==> src/slsa_pkg.sv <==
package slsa_pkg;

  localparam int unsigned MaxTypes = 16;
  localparam int unsigned TypeW    = $clog2(MaxTypes);
  localparam int unsigned NumW     = 5;
  localparam int unsigned AddrW    = 2 * TypeW + 1;
  localparam int unsigned RamDepth = MaxTypes * MaxTypes * 2;
  localparam int unsigned PosW     = 31;
  localparam int unsigned PmagW    = 47;

  localparam logic [NumW-1:0] PrevNone = '1;

  typedef enum logic [0:0] {
    FUNC_LOAD = 1'b0,
    FUNC_POS  = 1'b1
  } func_e;

  typedef enum logic [0:0] {
    KIND_SEG = 1'b0,
    KIND_LEN = 1'b1
  } kind_e;

  typedef enum logic [2:0] {
    ST_IDLE,
    ST_START,
    ST_TYPE,
    ST_RD,
    ST_MUL,
    ST_SCALE,
    ST_ACC,
    ST_EMIT
  } state_e;

  typedef struct packed {
    func_e             func;
    logic              first;
    logic [TypeW-1:0]  segment_id;
    logic [TypeW-1:0]  load_type;
    kind_e             load_kind;
    logic [31:0]       loss_value;
    logic [15:0]       mask;
    logic [PosW-1:0]   position;
  } cmd_t;

  typedef struct packed {
    logic [TypeW-1:0] res_type;
    logic [63:0]      accum_loss;
    logic             last;
  } res_t;

endpackage

==> src/slsa_front.sv <==
module slsa_front (
  input  logic                clk_i,
  input  logic                rst_ni,
  input  logic                push,
  output logic                full,
  input  slsa_pkg::cmd_t      cmd_i,
  output logic                cmd_valid_o,
  output slsa_pkg::cmd_t      cmd_o,
  input  logic                cmd_pop_i
);

  // two-entry queue between the input side and the sequencer
  slsa_pkg::cmd_t slot_q [2];
  logic       wr_ptr_q, wr_ptr_d;
  logic       rd_ptr_q, rd_ptr_d;
  logic [1:0] count_q, count_d;
  logic       do_push, do_pop;

  assign full        = (count_q == 2'd2);
  assign cmd_valid_o = (count_q != 2'd0);
  assign cmd_o       = slot_q[rd_ptr_q];
  assign do_push     = push && !full;
  assign do_pop      = cmd_pop_i && cmd_valid_o;

  always_comb begin
    wr_ptr_d = wr_ptr_q ^ do_push;
    rd_ptr_d = rd_ptr_q ^ do_pop;
    count_d  = count_q + {1'b0, do_push} - {1'b0, do_pop};
  end

  always_ff @(posedge clk_i or negedge rst_ni) begin
    if (!rst_ni) begin
      wr_ptr_q <= 1'b0;
      rd_ptr_q <= 1'b0;
      count_q  <= 2'd0;
    end else begin
      wr_ptr_q <= wr_ptr_d;
      rd_ptr_q <= rd_ptr_d;
      count_q  <= count_d;
    end
  end

  always_ff @(posedge clk_i) begin
    if (do_push) begin
      slot_q[wr_ptr_q] <= cmd_i;
    end
  end

endmodule

==> config.mk <==
export PLATFORM = sky130hd
export DESIGN_NAME = slsa_front
export DESIGN_NICKNAME = d
export VERILOG_FILES = /design/src/slsa_pkg.sv /design/src/slsa_front.sv
export SDC_FILE = /design/constraint.sdc
export NUM_CORES = 1
export LEC_CHECK = 0
export ABC_AREA = 1
export BUFFER_PORTS_ARGS = -buffer_cell sky130_fd_sc_hd__buf_4
export CAP_MARGIN = 10
export CORE_UTILIZATION = 50
export DETAILED_ROUTE_END_ITERATION = 10
export PLACE_DENSITY = 0.81
export SLEW_MARGIN = 5
export SYNTH_ARGS = -nofsm -noshare
export SYNTH_HDL_FRONTEND = slang
export SYNTH_SLANG_ARGS = --single-unit
==> constraint.sdc <==
create_clock -name clk_i -period 4 [get_ports clk_i]
set_input_delay 0.4 -clock clk_i [delete_from_list [all_inputs] [get_ports clk_i]]
set_output_delay 0.4 -clock clk_i [all_outputs]
set_load 0.005 [all_outputs]
Word level (Yosys, flattened, before mapping):

Memories as Yosys holds them, arrays and structs flattened.
Index checks and enable logic that the tools add are counted.

* flip-flop bits (word level): 4
* memory bits (writable): 180
* input bits: 94
* output and inout port bits: 92
* logic and storage cells: 15
* memories kept: 1

Memories
* slot_q: words 2, width 90, rd ports 1, clocked after Yosys merged registers in 0, write ports 1, RTL line slsa_front.sv:13 `slsa_pkg::cmd_t slot_q [2];`

* add/subtract/negate cells: 2
* equality and inequality tests: 1
* muxes and demuxes: 2
* bitwise operators: 2
* reduce and logical (&&, ||, !) cells: 4

Operators with widths (number)
* 2-bit by 1-bit adder with 2-bit output: 1
* 2-bit equality test (second input constant): 1
* 1-bit logical AND: 2
* 1-bit 2-to-1 mux: 2
* 2-bit nonzero test: 1
* 2-bit by 1-bit subtractor with 2-bit output: 1
* 1-bit XOR: 2
* 1-bit logical NOT: 1

Depth between registers and ports, before layout:

Gate-level depths: netlist of the first run.

* word-level depth: 5
* mapped depth: 10
* depth with buffers taken out: 10

Least setup slack after synthesis of the first run:

No wires, ideal clock.

* path kind: register -> register
* start point: reg count_q[1]
* end point: mem slot_q[1][0] in the netlist's numbering, enable pin
* library setup time: 459 ps
* arrival: 2770 ps
* required time: 3541 ps
* slack: 770 ps
* stages on the path, launching flop included: 5
* clock period less this slack: 3230 ps
* path through: dfrtp_1 > inv_1 > o21ai_0 > inv_1 > ha_1

* word-level cells in the longest chain between the ends: 5

RTL lines
* start, declared: RTL line slsa_front.sv:16 `logic [1:0] count_q, count_d;`
* start signal, assigned: RTL line slsa_front.sv:39 `count_q <= count_d;`
* 2-bit equality test: RTL line slsa_front.sv:19 `assign full = (count_q == 2'd2);`
* 1-bit logical NOT: RTL line slsa_front.sv:22 `assign do_push = push && !full;`
* 1-bit logical AND: RTL line slsa_front.sv:22
* 1-bit 2-to-1 mux: RTL line slsa_front.sv:44 `if (do_push) begin`
* 1-bit 2-to-1 mux (implied by the code): RTL line slsa_front.sv:45 `slot_q[wr_ptr_q] <= cmd_i;`
* end, declared: RTL line slsa_front.sv:13

No other way between the ends.

==> impl_metrics.tcl, run 1 <==
set metrics [dict create \
    status "finished, final reports clean" \
    fmaxAchievable_ghz 0.418 \
    grt_pass1_vias 4380 \
    final_antenna_net_count 0 \
    place_hpwl_um 8750 \
    cap_viol_max_count 0 \
    min_period_ps 2390 \
    port-buffer-count 185 \
    clkPwrFrac_pct 24.5 \
    worst_pin_slew_ps 1020 \
    ys_types 12 \
    arrival_ps 1990 \
    ys_warn_count 0 \
    clock-sinks 184 \
    n_antenna_cell 0 \
    p_sw_share_pct 30.4 \
    stdcell_count 882 \
    drt-initial-drc-count 247 \
    setup_viol 0 \
    ys_seq_area_share_pct 80.5 \
    post_cts_resized 0 \
    place_area_um2 8350 \
    ys_ff_latch 184 \
    design_area_um2 8920 \
    syn_nets 598 \
    power_per_cell_area_nw_per_um2 718 \
    hold_viol 0 \
    ios 186 \
    cts_tree "built" \
    place.gp.congestion 0.772 \
    drive_gt1_share_pct 31.7 \
    numCtsBuffers 17 \
    cts_hold_repair.buffers 1 \
    grt.overflow.total 0 \
    required_ps 3600 \
    antenna_found_initial 0 \
    synth_top_area_share_pct 79.0 \
    grt_pass1_wl_um 21100 \
    clk_path_buf_depth 2 \
    die_w_um 119 \
    dp.cells 849 \
    die_h_um 119 \
    setup.worst_path.class "reg -> out" \
    root_buffer "clkbuf_16" \
    pwr-share-seq_pct 43.0 \
    start_kind "register" \
    clk_pin_slew_ps 60 \
    clk_latency_ps 420 \
    start_util_pct 51.4 \
    grt_max_degree 92 \
    wl_per_cell_um 15.4 \
    p_leak_nw 3.83 \
    dr.pass1.iters 4 \
    layout_commonest_cell "nand2_1" \
    post-cts-setup-buffers 0 \
    fin_setup_tns_ps 0 \
    slew_violations 0 \
    die_area_um2 14200 \
    htree_levels 4 \
    drc 0 \
    area_delta_synth_final_pct 30.5 \
    critPathCaptureType "output port" \
    gr-usage-all-layers_pct 20.1 \
    avgSynthCellArea_um2 13.7 \
    netlist_area_um2 6840 \
    viasPerCell 4.80 \
    nets 791 \
    rsz0062_at_grt "no" \
    max-vdd-ir-drop_mv 0.416 \
    p_int_mw 4.46 \
    synthCells 500 \
    p_sw_mw 1.95 \
    synth_area_leaders "edfxtp_1, nand2_1, clkbuf_8" \
    routed-via-count 4237 \
    mostFrequentLayoutCells "nand2_1, buf_4, edfxtp_1" \
    hold_class "in -> reg" \
    wl_um 13600 \
    rows 42 \
    core_area_um2 13300 \
    fin_crit_sh_pct 59.9 \
    yosys.area.top_type "edfxtp_1" \
    path_max_fanout 44 \
    skew_ps 3.67 \
    slew_headroom_pct 32.3 \
    pwr-share-comb_pct 32.6 \
]
power by group through the flow:
stage          registers (mW)  clock network, mW  logic (mW)
2_1_floorplan            2.79                  0        1.07
3_3_place_gp             2.77                  0        2.06
3_5_place_dp             2.79                  0        2.12
4_1_cts                  2.75               1.59        2.12
5_1_grt                  2.78               1.67        2.31
6_report                 2.75               1.57        2.09
synth_stat cells:
| master | n |
|---|---|
| inv_2 | 1 |
| nand2_1 | 279 |
| ha_1 | 4 |
| o21ai_0 | 1 |
| clkbuf_8 | 9 |
| buf_6 | 1 |
| nor2_1 | 1 |
| nand3_1 | 2 |
| dfrtp_1 | 4 |
| buf_2 | 9 |
| inv_1 | 9 |
| edfxtp_1 | 180 |
kinds of logic (layout without fill, tap and decap cells):
logic type / count (synthesis) / after routing / share of synthesized area [%]
AOI/OAI and AO/OA: 1 / 1 / 0.0731
adders and majority gates: 4 / 4 / 0.732
buffers and inverters: 29 / 235 / 3.18
DFF: 184 / 184 / 80.5
and+or+nand+nor: 282 / 282 / 15.5
layer usage:
metal / vias up / GRT usage (%) / share of wire, %
li1: 2063 / - / -
met1: 2011 / 23.0 / 39
met2: 143 / 34.1 / 51
met3: 20 / 6.42 / 7.6
met4: 0 / 10.1 / 2.2
met5: - / 0 / 0
registers in the layout (all words and copies together) (netlist names):
signal    flops
count_q       2
rd_ptr_q      1
slot_q      180
wr_ptr_q      1
worst paths after layout:
kind / slack [ps] / cells after the start / to / from
worst max-delay path: 1610 / 5 / cmd_o[5] / rd_ptr_q$_DFF_PN0_
worst min-delay path: 160 / 1 / slot_q[1][9]$_DFFE_PP_ / cmd_i[9]
worst max register to register: 1700 / 5 / slot_q[1][71]$_DFFE_PP_ / count_q[1]$_DFF_PN0_
worst min register to register: 580 / 1 / count_q[0]$_DFF_PN0_ / count_q[0]$_DFF_PN0_
max in group asynchronous: 3560 / 2 / rd_ptr_q$_DFF_PN0_ / rst_ni
min in group asynchronous: 320 / 2 / count_q[0]$_DFF_PN0_ / rst_ni
worst max-delay path: stages (launching register included):
cell and delay [ps]:
dfrtp_4 480, inv_2 270, buf_4 490, nand2_1 90, nand2_1 110, buf_4 120
through the flow:
step                      utilization [%]  power, mW  setup WS [ps]  hold WS, ps
after floorplan                         -       3.86            770          104
after global placement               62.8       4.83           1750          199
after detailed placement             62.8       4.91           1690          202
after CTS                            67.1       6.47           1560          143
after global routing                 67.1       6.77           1430          145
final                                67.1       6.41           1610          163
cell type report:
cell class,count,area (um^2)
clock inverter,14,134
tap,176,220
multi-input combinational,287,1140
clock buffer,18,429
sequential,184,5510
inverter,10,37.5
fill,968,4370
timing repair buffer,193,1450
No activity file was read; power rests on OpenSTA's default activity.
==> run 2, diff against run 1 <==
==> constraint.sdc (replaced) <==
create_clock -name clk_i -period 2.4 [get_ports clk_i]
set_input_delay 0.24 -clock clk_i [delete_from_list [all_inputs] [get_ports clk_i]]
set_output_delay 0.24 -clock clk_i [all_outputs]
set_load 0.005 [all_outputs]
==> run 2 against run 1 <==
Net effect:
- clock skew increased by 1.8 ps
- clock power rose by 82%
- total power grew 73%
- non-clock buffer count up 73
- worst setup slack worse by 1300 ps
- first-iteration DRC count grew 22%
- sequential power rose by 68%
- global-route usage up 1.8 points
- combinational power grew 72%
- die area is the same
- sequential share of layout area down 5.3 points
- cell area is 9.4% higher
==> impl_metrics.tcl, run 2 (synthesis results as in run 1) <==
set metrics [dict create \
    htree_levels 4 \
    power_per_cell_area_nw_per_um2 1140 \
    drc 0 \
    numCtsBuffers 17 \
    min_period_ps 2110 \
    grt_pass1_vias 4598 \
    nets 864 \
    post-cts-setup-buffers 0 \
    ios 186 \
    rows 42 \
    arrival_ps 1870 \
    drt-initial-drc-count 301 \
    slew_headroom_pct 65.0 \
    max-vdd-ir-drop_mv 0.761 \
    dr.pass1.iters 5 \
    hold_class "in -> reg" \
    registers.top_by_ff_count "slot_q" \
    rsz0062_at_grt "no" \
    fin_crit_sh_pct 87.8 \
    n_antenna_cell 0 \
    post_cts_resized 0 \
    design_area_um2 9760 \
    path_max_fanout 91 \
    largestRegisters "slot_q: 180 flops, count_q: 2 flops" \
    clk_path_buf_depth 2 \
    final_antenna_net_count 0 \
    cts_tree "built" \
    clk_pin_slew_ps 60 \
    p_sw_share_pct 30.1 \
    clkPwrFrac_pct 25.8 \
    core_area_um2 13300 \
    cts_hold_repair.buffers 77 \
    slew_violations 0 \
    routed-via-count 4623 \
    start_kind "register" \
    wl_um 15000 \
    grt_max_degree 92 \
    met3_wirelength_um 916 \
    place_area_um2 8380 \
    area_delta_synth_final_pct 42.7 \
    setup_viol 0 \
    clock-sinks 184 \
    place.gp.congestion 0.758 \
    worst_pin_slew_ps 525 \
    gr-usage-all-layers_pct 21.9 \
    pwr-share-seq_pct 41.8 \
    viasPerCell 4.84 \
    status "finished, final reports clean" \
    required_ps 2160 \
    pre_cts_ws_ps 658 \
    setup.worst_path.class "reg -> out" \
    place_hpwl_um 8170 \
    root_buffer "clkbuf_16" \
    port-buffer-count 185 \
    wl_per_cell_um 15.7 \
    die_h_um 119 \
    p_sw_mw 3.34 \
    largest_register_ffs 180 \
    die_area_um2 14200 \
    antenna_found_initial 0 \
    fmaxAchievable_ghz 0.475 \
    grt.overflow.total 0 \
    grt_pass1_wl_um 23200 \
    cap_viol_max_count 0 \
    p_leak_nw 4.17 \
    p_int_mw 7.74 \
    top_layer_used "met4" \
    layout_commonest_cell "nand2_1" \
    setup_ws_ps 293 \
    nFillCells 807 \
    skew_ps 5.47 \
    mostFrequentLayoutCells "nand2_1, buf_4, edfxtp_1" \
    hold_viol 0 \
    clk_latency_ps 420 \
    pwr-share-comb_pct 32.4 \
    start_util_pct 51.4 \
    die_w_um 119 \
    drive_gt1_share_pct 28.6 \
    wl_met2_um 7950 \
    wl_met1_um 5690 \
    critPathCaptureType "output port" \
]
## run 2: cell count changes in the layout (fill, tap and decap cells not counted)
cell and delta:
dlygate4sd3_1 +76, bufinv_16 +2, buf_12 +4, inv_6 +1, clkinv_1 -2, clkinv_2 +2, buf_4 -7, clkinv_4 -2
clkinvlp_4 -1
## run 2: power by group through the flow
stage / logic [mW] / registers [mW] / clock network [mW]
2_1_floorplan: 1.78 / 4.65 / 0
3_3_place_gp: 3.40 / 4.65 / 0
3_5_place_dp: 3.49 / 4.69 / 0
4_1_cts: 3.61 / 4.62 / 2.88
5_1_grt: 3.96 / 4.69 / 3.00
6_report: 3.59 / 4.63 / 2.86
## run 2: metal layers
layer	GRT usage (%)	vias to the layer above
li1	-	2210
met1	25.7	2190
met2	38.3	190
met3	5.12	33
met4	10.2	0
met5	0	-
## run 2: path summary, 6_finish.rpt
path	to	slack (ps)	from	depth (start not counted)
max in group asynchronous	rd_ptr_q$_DFF_PN0_	2120	rst_ni	2
min reg2reg	count_q[0]$_DFF_PN0_	580	count_q[0]$_DFF_PN0_	1
min	slot_q[0][27]$_DFFE_PP_	10	cmd_i[27]	1
max reg2reg	slot_q[0][35]$_DFFE_PP_	610	count_q[1]$_DFF_PN0_	5
max	cmd_o[68]	290	rd_ptr_q$_DFF_PN0_	5
min in group asynchronous	count_q[1]$_DFF_PN0_	170	rst_ni	2
## run 2: through the flow
| stage | power, mW | hold WS [ps] | util [%] | cells | TNS, ps |
|---|---|---|---|---|---|
| finish | 11.1 | 14.5 | 73.4 | 955 | 0 |
| global route | 11.7 | 0.285 | 73.4 | 955 | 0 |
| CTS | 11.1 | 0.152 | 73.4 | 955 | 0 |
| detailed placement | 8.17 | 39.2 | 63.0 | 846 | 0 |
| global placement | 8.05 | 40.0 | 63.0 | 846 | 0 |
| floorplan | 6.43 | -55.6 | - | 500 | -149320 |
## run 2: layout make-up
class | count | area, um^2 | share of cell area, %
multi-input combinational | 287 | 1140 | 11.7
clock inverter | 14 | 180 | 1.85
sequential | 184 | 5510 | 56.5
clock buffer | 18 | 429 | 4.40
timing repair buffer | 266 | 2240 | 23.0
tap | 176 | 220 | 2.26
inverter | 10 | 37.5 | 0.385
## run 2: worst max-delay path: stages, from the launching register on
cell and delay, ps:
dfrtp_4 580, inv_2 110, buf_12 340, nand2_1 140, nand2_1 120, buf_4 120
==> run 3, diff against run 2 <==
--- a/config.mk
+++ b/config.mk
@@ -6,11 +6,12 @@
 export NUM_CORES = 1
 export LEC_CHECK = 0
 export ABC_AREA = 1
-export BUFFER_PORTS_ARGS = -buffer_cell sky130_fd_sc_hd__buf_4
 export CAP_MARGIN = 10
+export CORE_MARGIN = 1
 export CORE_UTILIZATION = 50
 export DETAILED_ROUTE_END_ITERATION = 10
-export PLACE_DENSITY = 0.81
+export DONT_BUFFER_PORTS = 1
+export PLACE_DENSITY = 0.72
 export SLEW_MARGIN = 5
 export SYNTH_ARGS = -nofsm -noshare
 export SYNTH_HDL_FRONTEND = slang
==> constraint.sdc (replaced) <==
create_clock -name clk_i -period 1.75 [get_ports clk_i]
set_input_delay 0.175 -clock clk_i [delete_from_list [all_inputs] [get_ports clk_i]]
set_output_delay 0.175 -clock clk_i [all_outputs]
set_load 0.005 [all_outputs]
==> run 3 against run 2 <==
Net effect:
- hold slack improved by 16 ps
- sequential share of layout area up 6.7 points
- global-route usage fell by 2.1 points
- die area did not move
- critical path depth fell by 1
- worst setup slack worse by 180 ps
- sequential power is 36% higher
==> impl_metrics.tcl, run 3 (synthesis results as in run 1) <==
set metrics [dict create \
    status "finished, final reports clean" \
    utilization_pct 65.6 \
    largest_register_ffs 180 \
    clk_pin_slew_ps 70 \
    rows 42 \
    fin_crit_sh_pct 93.7 \
    place_area_um2 7120 \
    clock-sinks 184 \
    multiInputGateArea_um2 1150 \
    numCtsBuffers 17 \
    pre_cts_ws_ps 241 \
    clk_latency_ps 420 \
    required_ps 1570 \
    max_stage_delay_ps 530 \
    registers.top_by_ff_count "slot_q" \
    grt_pass1_vias 4149 \
    wl_um 13800 \
    arrival_ps 1460 \
    setup_viol 0 \
    grt_pass1_wl_um 20800 \
    pwr-share-seq_pct 45.3 \
    path_buf_inv 2 \
    port-buffer-count 0 \
    start_util_pct 51.4 \
    gr-usage-all-layers_pct 19.9 \
    place_hpwl_um 8070 \
    design_area_um2 8730 \
    ios 186 \
    slew_violations 0 \
    grt_busiest_layer "met2" \
    antenna_found_initial 0 \
    htree_levels 4 \
    min_period_ps 1640 \
    met2_usage_pct 36.1 \
    cap_viol_max_count 0 \
    nets 704 \
    drive_gt1_share_pct 8.24 \
    die_w_um 119 \
    final_antenna_net_count 0 \
    crit_slowest_cell "dfrtp_4" \
    path_max_fanout 23 \
    cp_cell_sequence "inv_6, clkbuf_16, nand2_1, nand2_1" \
    layout_commonest_cell "nand2_1" \
    die_h_um 119 \
    area_delta_synth_final_pct 27.6 \
    worst_pin_slew_ps 270 \
    critPathCaptureType "output port" \
    p_int_mw 9.52 \
    start_kind "register" \
    setup_ws_ps 111 \
    drc 0 \
    p_sw_mw 4.38 \
    p_sw_share_pct 31.5 \
    root_buffer "clkbuf_16" \
    cts_tree "built" \
    cpLargestDelayFamily "flip-flops" \
    skew_ps 6.83 \
    nFillCells 915 \
    hold_class "in -> async" \
    routed-via-count 3955 \
    p_leak_nw 3.43 \
    grt.met3_usage_pct 7.28 \
    core_area_um2 13300 \
    pwr-share-comb_pct 27.2 \
    worstReg2RegEnd "slot_q[0][31]$_DFFE_PP_" \
    slew_headroom_pct 82.0 \
    reg2reg_from "count_q[1]$_DFF_PN0_" \
    mostFrequentLayoutCells "nand2_1, edfxtp_1, dlygate4sd3_1" \
    clk_path_buf_depth 2 \
    critPathLaunch "rd_ptr_q$_DFF_PN0_" \
    final-seq-area_um2 5510 \
    reg2reg_depth 5 \
    largestRegisters "slot_q: 180 flops, count_q: 2 flops" \
    crit_path_end "cmd_o[66]" \
    place.gp.congestion 0.863 \
    fin_setup_tns_ps 0 \
    drt-initial-drc-count 206 \
    clkPwrFrac_pct 27.5 \
    viasPerCell 4.97 \
    die_area_um2 14200 \
    crit_top_cell "nand2_1" \
    grt_util_met1_pct 20.5 \
    r2r_setup_slack_ps 230 \
    dr.pass1.iters 5 \
    fmaxAchievable_ghz 0.610 \
    setup.worst_path.class "reg -> out" \
    wl_per_cell_um 17.4 \
    grt_max_degree 48 \
    power_per_cell_area_nw_per_um2 1590 \
    path_depth 4 \
    n_antenna_cell 0 \
    grt.overflow.total 0 \
    max-vdd-ir-drop_mv 0.826 \
    rsz0062_at_grt "no" \
    hold_viol 0 \
]
[run 3: cell types whose count changed in the layout (fill, tap and decap cells not counted), sizes merged]
cell	previous run	this run
buf	189	12
bufinv	4	3
clkbuf	18	19
clkinvlp	3	1
inv	11	14
clkinv	6	7
dlygate4sd3	77	92
[run 3: area by class of cell]
type / instances / share of cell area [%]
multi-input combinational: 287 / 13.1
inverter: 10 / 0.488
sequential: 184 / 63.1
timing repair buffer: 106 / 13.9
clock buffer: 17 / 4.88
tap: 176 / 2.52
clock inverter: 15 / 1.99
[run 3: worst register-to-register path, stage by stage, from the launching register on]
cell,delay [ps]
dfrtp_1,380
inv_2,80
o21ai_1,90
inv_2,110
ha_4,310
buf_12,230
[run 3: worst min path at each step]
| stage | startpoint | end | slack (ps) | depth (start not counted) |
|---|---|---|---|---|
| 6_report | rst_ni | count_q[1]$_DFF_PN0_ | 30 | 1 |
| 5_1_grt | rst_ni | count_q[1]$_DFF_PN0_ | 20 | 1 |
| 4_1_cts | rst_ni | rd_ptr_q$_DFF_PN0_ | 20 | 1 |
| 3_5_place_dp | rst_ni | count_q[1]$_DFF_PN0_ | -120 | 0 |
| 3_3_place_gp | rst_ni | count_q[0]$_DFF_PN0_ | -120 | 0 |
| 2_1_floorplan | rst_ni | count_q[0]$_DFF_PN0_ | -120 | 0 |
[run 3: power groups by stage]
stage	clock network, mW	registers [mW]	logic (mW)
3_5_place_dp	0	6.39	3.35
5_1_grt	4.09	6.37	4.21
2_1_floorplan	0	6.30	2.49
6_report	3.82	6.30	3.78
4_1_cts	3.88	6.31	3.58
3_3_place_gp	0	6.36	3.25
[run 3: metrics by stage]
| stage | hold slack, ps | total power, mW | instances |
|---|---|---|---|
| floorplan | -121 | 8.79 | 500 |
| global placement | -120 | 9.61 | 668 |
| detailed placement | -120 | 9.74 | 668 |
| CTS | 15.8 | 13.8 | 792 |
| global route | 21.1 | 14.7 | 795 |
| finish | 31.0 | 13.9 | 795 |
[run 3: metal layers]
layer / part of all wire [%] / up-vias / wire, um
met4: 1.9 / 0 / 256
met3: 6.7 / 21 / 929
li1: - / 1905 / -
met1: 36 / 1884 / 5010
met2: 55 / 145 / 7610
met5: 0 / - / 0
[run 3: timing repair]
item                                    CTS  global route
gates cloned                              0             2
hold endpoints to repair                185             0
buffers inserted                          0             1
hold buffers                             92             0
endpoints found under the setup margin   40            74
resized for setup                         4             4
